## config.mk

```make
export PLATFORM = sky130hd
export DESIGN_NAME = tcw_ctrl
export DESIGN_NICKNAME = d
export VERILOG_FILES = /design/src/rtl/core/tcw_pkg.sv /design/src/rtl/core/tcw_ctrl.sv
export SDC_FILE = /design/constraint.sdc
export NUM_CORES = 1
export LEC_CHECK = 0
export ABC_CLOCK_PERIOD_IN_PS = 1300
export BUFFER_PORTS_ARGS = -buffer_cell sky130_fd_sc_hd__buf_2
export CAP_MARGIN = 20
export CORE_AREA = 3 3 40 42
export CTS_BUF_LIST = sky130_fd_sc_hd__clkbuf_16
export CTS_CLUSTER_SIZE = 28
export DETAILED_ROUTE_END_ITERATION = 7
export DIE_AREA = 0 0 43 45
export PLACE_DENSITY = 0.6
export SETUP_SLACK_MARGIN = 0.5
export SYNTH_ARGS = -nofsm -noshare
export SYNTH_HDL_FRONTEND = slang
export SYNTH_SLANG_ARGS = --single-unit
export TNS_END_PERCENT = 50
```

## constraint.sdc

```tcl
create_clock -name clk -period 1.3 [get_ports clk]
set_clock_uncertainty 0.2 [all_clocks]
set_input_delay 0.13 -clock clk [delete_from_list [all_inputs] [get_ports clk]]
set_output_delay 0.13 -clock clk [all_outputs]
set_load 0.05 [all_outputs]
```

## src/rtl/core/tcw_pkg.sv

```systemverilog
// Shared types and constants for the text console writer.
// No dependencies; used by tcw_dp, tcw_ctrl and text_console_writer.
`default_nettype none
package tcw_pkg;

  localparam int COL_W     = 7;
  localparam int ROW_W     = 5;
  localparam int CHAR_W    = 8;
  localparam int CELL_W    = 16;
  localparam int CFG_IDX_W = 2;
  localparam int CFG_DAT_W = 7;

  localparam logic [CHAR_W-1:0] CELL_ATTR = 8'h07;
  localparam logic [CHAR_W-1:0] CH_CR     = 8'd13;
  localparam logic [CHAR_W-1:0] CH_LF     = 8'd10;

  localparam logic MODE_PUT  = 1'b0;
  localparam logic MODE_READ = 1'b1;

  localparam logic [CFG_IDX_W-1:0] REG_SCREEN_WIDTH  = 2'd0;
  localparam logic [CFG_IDX_W-1:0] REG_SCREEN_HEIGHT = 2'd1;

  typedef struct packed {
    logic              mode;
    logic [CHAR_W-1:0] char_code;
    logic [ROW_W-1:0]  read_row;
    logic [COL_W-1:0]  read_col;
  } item_t;

  typedef struct packed {
    logic [CELL_W-1:0] cell_value;
    logic [COL_W-1:0]  cursor_col;
    logic [ROW_W-1:0]  cursor_row;
    logic              scrolled;
  } result_t;

  typedef enum logic [2:0] {
    ST_CLEAR,
    ST_IDLE,
    ST_CALC,
    ST_ACCESS,
    ST_COPY,
    ST_ZERO,
    ST_DONE
  } state_t;

  typedef struct packed {
    logic load_item;
    logic calc;
    logic access;
    logic cnt_clear;
    logic copy_step;
    logic zero_step;
    logic clr_step;
    logic out_load;
  } cmd_t;

  typedef struct packed {
    logic is_read;
    logic do_scroll;
    logic copy_done;
    logic zero_last;
    logic clr_last;
  } stat_t;

endpackage
`default_nettype wire

```

## src/rtl/core/tcw_ctrl.sv

```systemverilog
// Sequencer of the text console writer: handshakes and datapath commands.
// Depends on tcw_pkg.
`default_nettype none
module tcw_ctrl (
  input  wire logic            clk,
  input  wire logic            rst,
  input  wire logic            item_valid,
  output logic                 item_ready,
  output logic                 result_valid,
  input  wire logic            result_ready,
  input  wire tcw_pkg::stat_t  stat,
  output tcw_pkg::cmd_t        cmd
);

  tcw_pkg::state_t state;
  tcw_pkg::state_t state_next;
  logic            out_free;

  assign out_free = !result_valid || result_ready;

  always_ff @(posedge clk) begin
    if (rst) begin
      state <= tcw_pkg::ST_CLEAR;
    end else begin
      state <= state_next;
    end
  end

  always_comb begin
    state_next = state;
    unique case (state)
      tcw_pkg::ST_CLEAR:  if (stat.clr_last) state_next = tcw_pkg::ST_IDLE;
      tcw_pkg::ST_IDLE:   if (item_valid) state_next = tcw_pkg::ST_CALC;
      tcw_pkg::ST_CALC:   state_next = tcw_pkg::ST_ACCESS;
      tcw_pkg::ST_ACCESS: begin
        if (!stat.is_read && stat.do_scroll) state_next = tcw_pkg::ST_COPY;
        else state_next = tcw_pkg::ST_DONE;
      end
      tcw_pkg::ST_COPY:   if (stat.copy_done) state_next = tcw_pkg::ST_ZERO;
      tcw_pkg::ST_ZERO:   if (stat.zero_last) state_next = tcw_pkg::ST_DONE;
      tcw_pkg::ST_DONE:   if (out_free) state_next = tcw_pkg::ST_IDLE;
      default:            state_next = tcw_pkg::ST_CLEAR;
    endcase
  end

  always_comb begin
    cmd        = '0;
    item_ready = 1'b0;
    unique case (state)
      tcw_pkg::ST_CLEAR: begin
        cmd.clr_step  = 1'b1;
        cmd.cnt_clear = 1'b0;
      end
      tcw_pkg::ST_IDLE: begin
        item_ready    = 1'b1;
        cmd.load_item = item_valid;
      end
      tcw_pkg::ST_CALC: cmd.calc = 1'b1;
      tcw_pkg::ST_ACCESS: begin
        cmd.access    = 1'b1;
        cmd.cnt_clear = 1'b1;
      end
      tcw_pkg::ST_COPY: begin
        // counter restarts for the bottom-row clear once the copy drains
        cmd.copy_step = !stat.copy_done;
        cmd.cnt_clear = stat.copy_done;
      end
      tcw_pkg::ST_ZERO: cmd.zero_step = 1'b1;
      tcw_pkg::ST_DONE: cmd.out_load = out_free;
      default: ;
    endcase
  end

  always_ff @(posedge clk) begin
    if (rst) begin
      result_valid <= 1'b0;
    end else if (cmd.out_load) begin
      result_valid <= 1'b1;
    end else if (result_ready) begin
      result_valid <= 1'b0;
    end
  end

endmodule
`default_nettype wire

```

* Word-level counts from Yosys, hierarchy flattened
Cells that the tools add are included.
** Cells by class
- Reductions and logical operators :: 8
- Mux-type cells :: 18
- Equality and inequality tests :: 11
** Operator list (number)
- $pmux W3 S7 :: 1
- $mux W3 :: 5
- $mux W1 :: 10
- $ne A2 B2 Y1 const B :: 5
- $eq A3 B3 Y1 const B :: 3
- $eq A3 B2 Y1 const B :: 2
- $reduce_and A5 Y1 :: 1
- $eq A3 B1 Y1 const B :: 1
- $logic_not A1 Y1 :: 3
- $logic_not A3 Y1 :: 1
- $mux W2 :: 1
- $pmux W1 S2 :: 1
- $reduce_bool A2 Y1 :: 1
- $logic_and A1 B1 Y1 :: 1
- $logic_or A1 B1 Y1 :: 1
** Word-level totals
- Logic and storage cells :: 39
- Output and inout port bits :: 10
- Register bits after elaboration :: 4
- Input port bits :: 9

* Longest topological paths before layout
Gate-level depths: netlist of the first run.
- Depth in word-level cells :: 4
- Gate-level depth with buffers :: 5
- Depth with buffers taken out :: 4

* Least setup slack after synthesis of the first run
Ideal clock, no wire load.
- Path kind :: reg2out
- Start :: register state[1]
- End :: output cmd[3] in the netlist's numbering
- Arrival :: 2058 ps
- Path slack :: -1088 ps
- Stages on the path, launching flop included :: 3
- Cells stage by stage :: dfxtp_1 -> buf_4 -> nor4_1
** RTL lines
- start: declaration :: line tcw_ctrl.sv:15 : tcw_pkg::state_t state;
- start signal: assignment :: line tcw_ctrl.sv:23 : state <= tcw_pkg::ST_CLEAR;
- start signal: assignment :: line tcw_ctrl.sv:25 : state <= state_next;
- end: declaration :: line tcw_ctrl.sv:12 : output tcw_pkg::cmd_t cmd

==> results.md, run 1 <==
- Largest net degree at the start of global routing: 12
- Cell Area, Synth: between 300 and 400 sq um
- Vias in the first global route: 420
- Crit path DAT: about 1.2 ns
- Yosys top cell area share: 22.8%
- CTS clk-pin slew, worst paths: about 0.030 ns
- Ys Warns: 0
- Initial core utilization: a little over a quarter
- Ports: 19
- Drt drc: 0
- CORE AREA: between 1000 and 1500 sq um
- TritonCTS clock tree: done
- Final min period: ~1.5 ns
- Cell type with the largest total area after synthesis: dfxtp_1
- Clock Sinks: 4
- # rows: 13
- CP bufs+invs: 2
- Die Wd: 43 microns
- Synth area leaders: dfxtp_1, a22oi_4, nand3b_4
- Final hold slack: -0.0884 ns
- CP max stage delay: around 0.40 ns
- CP Launch Type: register
- HP Class: in -> reg
- Antenna violations before repair: 0
- Placer Congestion: 0.721
- Worst slew pin tran: 0.303 ns
- Cts bufs inserted: 3
- GRT Resource Usage Total: 14.4%
- Number of synthesized register bits: 4
- PwrDens: about 1300 nW/um^2
- Crit path required time: 0.97 ns
- Count of input and output buffers: 18
- RSZ-0062 raised after global routing: yes
- Commonest cells after routing, fill and taps aside: buf_4, buf_2, buf_6, buf_8, dfxtp_4
- Drt total wl: about 1.2 mm
- H-tree levels: 1
- Setup WS post-layout: -0.238 ns
- HPWL Detailed: 702 microns
- Dpl ws: -0.159 ns
- Post-synthesis sequential area ratio: between 20 and 25%
- Post-Synthesis Cells: 40
- DRT Pass-1 Iters: 4
- HP Start: rst
- Final ANT Viol Nets: 0
- Slew Viols, Final: 0
- Slew HR: around four fifths
- DP Cell Count: 80
- Worst setup EP type: output port
- FF-to-FF Start: state[2]$_SDFFE_PP0P_
- Slack of the worst reg-to-reg path: -0.15 ns
- GRT overflow: 0
- Worst-skew pair later-pin latency: around 0.22 ns
- Syn nets: 49
- Syn avg cell area: slightly below 9 sq um
- IR drop worst, VDD: 0.000653 V
- Chip height: between 40 and 50 microns
- Wire length per cell: about 13 microns
- Root Driver: clkbuf_16
- Commonest non-fill, non-tap cell in the layout: buf_4
- Crit share post-route: 118%
- Max frequency: ~650 MHz
- Ant diodes: 0
- Final Hold Viols: 4
- CP delay by family, top: flip-flops
- Critical path cell sequence: inv_4 -> and3_4 -> a21o_4 -> buf_8
- Worst-path maximum fanout: 6
- Maxcap violations: 0
- Post-route insts no fill: 86
- Outcome: complete, but fails checks
- First-pass GRT wire length: 1.97 mm
- Die area: a little under 2000 sq um
- # nets final: 82
- CP startpoint: state[2]$_SDFFE_PP0P_
- Slowest stage cell, crit path: dfxtp_4
- Failing checks: hold timing, setup timing
- Synth unique cells: 31
- Routed vias/inst: ~4.8
- Share of layout cells above drive strength 1: between 80 and 90%
- Clock Tree Buf Depth: 2
- DR vias: 413
- Critical path class: reg -> out
- Final count of negative-setup-slack endpoints: 12
- 1st-iter DRT viols: 5
- Area delta synth->final: 128%
- Leakage: 0.384 nW
- Setup_tns: -1.74 ns
[through the flow]
stage                     total power [mW]  cell area [sq um]  util [%]
after floorplan                      0.421                443         -
after global placement               0.490                589      45.9
after detailed placement             0.491                589      45.9
after CTS                             1.05                777      60.5
after global routing                  1.11                803      62.5
final                                 1.06                803      62.5
[cells in the mapped netlist]
master / instances
dfxtp_1: 4
a21oi_1: 3
and3_1: 2
inv_1: 2
nor2b_1: 2
nor3_1: 2
a2111o_1: 1
a211oi_1: 1
a21boi_1: 1
a21o_1: 1
a221oi_2: 1
a22oi_4: 1
a31oi_1: 1
and2_1: 1
and3b_4: 1
buf_2: 1
buf_4: 1
buf_6: 1
inv_2: 1
mux2i_1: 1
nand2_1: 1
nand2_2: 1
nand2b_2: 1
nand3b_4: 1
nor2_1: 1
nor2_2: 1
nor3b_1: 1
nor4_1: 1
o21ai_0: 1
or2_1: 1
or2b_1: 1
[where the power goes]
part	total [mW]	internal (mW)	switching (mW)
Combinational	0.409	0.198	0.211
Clock	0.481	0.393	0.0882
Sequential	0.174	0.136	0.0378
Total	1.06	0.727	0.337
[worst register-to-register path: stages (launching register included)]
cell,delay [ns]
dfxtp_4,0.40
inv_4,0.07
buf_4,0.14
a2111o_1,0.34
a21oi_2,0.14
a211oi_1,0.05
[final cells by class]
class                   count  area, sq um
flip-flops and latches      4         95.1
repair buffers             31          274
clock buffers               3         75.1
well taps                  15         18.8
fillers                   108          482
multi-input cells          30          327
inverters                   3         13.8
[metal layers]
metal / share of wire [%] / up-vias / track usage (%) / wire length [microns]
li1: - / 210 / - / -
met5: 0 / - / 0 / 0
met1: 42 / 190 / 17.5 / 487
met4: 2.3 / 0 / 13.3 / 27
met3: 4.0 / 2 / 2.39 / 46
met2: 51 / 11 / 21.6 / 592
[sequential cells by signal, summed over array words and instances, names as in the netlist]
signal / flops
result_valid: 1
state: 3
[cell families (layout without fill, tap and decap cells)]
logic type | count (synthesis) | count (layout) | share of synthesized area [%]
AND/OR/NAND/NOR | 18 | 18 | 37.0
multiplexers | 1 | 1 | 2.85
buffers and inverters | 6 | 37 | 9.96
flip-flops | 4 | 4 | 22.8
AO/OA/AOI/OAI | 11 | 11 | 27.4
[what timing repair did]
item,4_1_cts,5_1_grt
endpoints found under the setup margin,14,14
gates resized for setup,32,3
pin swaps,7,1
buffers inserted,1,2
hold endpoints to repair,4,4
cloned,0,0
[worst paths after layout]
path	endpoint	cells after the start
worst max register to register	state[0]$_SDFFE_PP0P_	5
worst max-delay path	cmd[4]	4
worst min register to register	result_valid$_SDFFE_PP0P_	2
worst min-delay path	state[2]$_SDFFE_PP0P_	2
(Power assumes the default switching activity.)
==> inputs of run 2 (changes only) <==
- ABC_CLOCK_PERIOD_IN_PS: 1300 -> 1950
- PLACE_DENSITY: 0.6 -> 0.58
- clock period: 1.3 -> 1.95 ns (I/O delays scaled with it)
==> run 2 against run 1 <==
- the flow now finishes without violations
- combinational power decreased by 44%
- sequential share of layout area increased by 1.4 points
- via count decreased by 7.5%
- die area unchanged
- wire length decreased by 16%
- first-iteration DRC count decreased by 60%
- register-to-register slack improved by 0.58 ns
- sequential cell count unchanged
- largest cell class unchanged
==> results.md, run 2 (same netlist as run 1, synthesis figures left out) <==
- Outcome: finished, final reports clean
- Drt drc: 0
- Final min period: 1.56 ns
- Area delta synth->final: 98.9%
- 1st-iter DRT viols: 2
- HP Start: result_ready
- Setup WS post-layout: between 0.3 and 0.4 ns
- FF-to-FF path depth: 5
- Reg2Reg Capture Point: state[0]$_SDFFE_PP0P_
- Die Wd: approximately 43 microns
- Clock Sinks: 4
- Slowest stage cell, crit path: dfxtp_4
- Worst Hold Endpoint: result_valid$_SDFFE_PP0P_
- Chip height: roughly 45 microns
- Ports: 19
- Largest net degree at the start of global routing: 15
- GRT overflow: 0
- Hold Path Cell Cnt: 3
- Root Driver: clkbuf_16
- Critical path cell sequence: inv_4 -> and3_4 -> a21o_4 -> buf_6
- First-pass GRT wire length: approximately 1.6 mm
- Commonest cells after routing, fill and taps aside: buf_2, buf_4, buf_6, clkbuf_16, dfxtp_4
- FF-to-FF Start: state[1]$_SDFFE_PP0P_
- IR drop worst, VDD: just over 0.0006 V
- Setup_tns: 0 ns
- Die area: just under 2000 sq um
- Final count of negative-setup-slack endpoints: 0
- Leakage: 0.328 nW
- Crit path DAT: between 1 and 1.5 ns
- # nets final: 76
- Drt total wl: about 970 microns
- RSZ-0062 raised after global routing: yes
- Routed vias/inst: around 4.8
- Worst-path maximum fanout: 6
- Post-route insts no fill: 80
- Ant diodes: 0
- Slack of the worst reg-to-reg path: roughly 0.43 ns
- CTS clk-pin slew, worst paths: roughly 0.03 ns
- DR vias: 382
- DRT Pass-1 Iters: 2
- Regs by FF count: state: 3 flops, result_valid: 1 flops
- Dpl ws: approximately 0.21 ns
- Cts bufs inserted: 3
- GRT Resource Usage Total: a little under an eighth
- Commonest non-fill, non-tap cell in the layout: buf_2
- PwrDens: ~950 nW/um^2
- Count of input and output buffers: 18
- Maxcap violations: 0
- Utilization after layout: between 50% and 60%
- Worst slew pin tran: around 0.3 ns
- Wire length per cell: about 12 microns
- H-tree levels: 1
- Placer Congestion: roughly 0.72
- Final Hold Viols: 0
- Worst setup EP type: output port
- Crit share post-route: ~80%
- Slew Viols, Final: 0
- CP max stage delay: a little under 0.4 ns
- Largest Register: state
- Total power: approximately 0.66 mW
- Critical path class: reg -> out
- Max frequency: 642 MHz
- Clock Tree Buf Depth: 2
- Crit path required time: roughly 1.6 ns
- Number of flip-flops in the largest register: 3
- Slew HR: about 80%
- Final ANT Viol Nets: 0
- DP Cell Count: 70
- HP Class: in -> reg
- # rows: 13
- CP Launch Type: register
- Antenna violations before repair: 0
- Initial core utilization: a little over a quarter
- Share of layout cells above drive strength 1: 73.8%
- TritonCTS clock tree: done
- HPWL Detailed: 612 microns
- Vias in the first global route: between 300 and 400
- Worst-skew pair later-pin latency: about 0.22 ns
- CORE AREA: about 1300 sq um
run 2: cell types whose count changed in the layout (fill, tap and decap cells not counted), sizes merged:
cell | before | now
buf | 31 | 24
dlygate4sd3 | 0 | 1
run 2: area by class of cell:
| cell class | count | area (sq um) |
|---|---|---|
| fill | 121 | 586 |
| multi-input combinational | 30 | 302 |
| timing repair buffer | 25 | 198 |
| sequential | 4 | 92.6 |
| clock buffer | 3 | 75.1 |
| tap | 15 | 18.8 |
| inverter | 3 | 13.8 |
run 2: layer usage:
metal  part of all wire (%)  wire length [microns]  track usage (%)  vias to the layer above
met5                      0                      0                0                        -
met4                      0                      0             1.81                        0
met3                    7.7                     75             7.17                        0
met2                     48                    461             18.0                       11
met1                     44                    431             13.7                      172
li1                       -                      -                -                      199
run 2: worst max path at each step:
| stage | to | startpoint | slack, ns | cells after the start |
|---|---|---|---|---|
| finish | cmd[4] | state[2]$_SDFFE_PP0P_ | 0.39 | 4 |
| global route | state[1]$_SDFFE_PP0P_ | state[1]$_SDFFE_PP0P_ | 0.36 | 5 |
| CTS | cmd[4] | state[2]$_SDFFE_PP0P_ | 0.39 | 4 |
| detailed placement | cmd[4] | state[2]$_SDFFE_PP0P_ | 0.21 | 4 |
| global placement | cmd[4] | state[2]$_SDFFE_PP0P_ | 0.21 | 4 |
| floorplan | cmd[1] | state[1]$_SDFFE_PP0P_ | 0.39 | 2 |
run 2: timing repair:
action	CTS	global route
buffers inserted	6	0
hold buffers	1	0
pin swaps	2	1
gates resized for setup	24	5
setup endpoints to repair	11	11
endpoints found under the hold margin	4	0
run 2: report_power, final:
part / internal (mW) / switching, mW
clock network: 0.262 / 0.0528
registers: 0.0919 / 0.0286
logic: 0.104 / 0.124
run 2: through the flow:
step	cell area, sq um	hold WS [ns]
after floorplan	410	0.0567
after CTS	686	0.0936
after global placement	485	0.221
final	699	0.0993
after global routing	699	0.135
after detailed placement	485	0.218
run 2: critical path, delay by kind of cell, from the launching register on:
kind / cells / cell delay (ns)
and+or+nand+nor: 1 / 0.17
AOI/OAI and AO/OA: 1 / 0.18
buffers and inverters: 2 / 0.20
DFF: 1 / 0.39
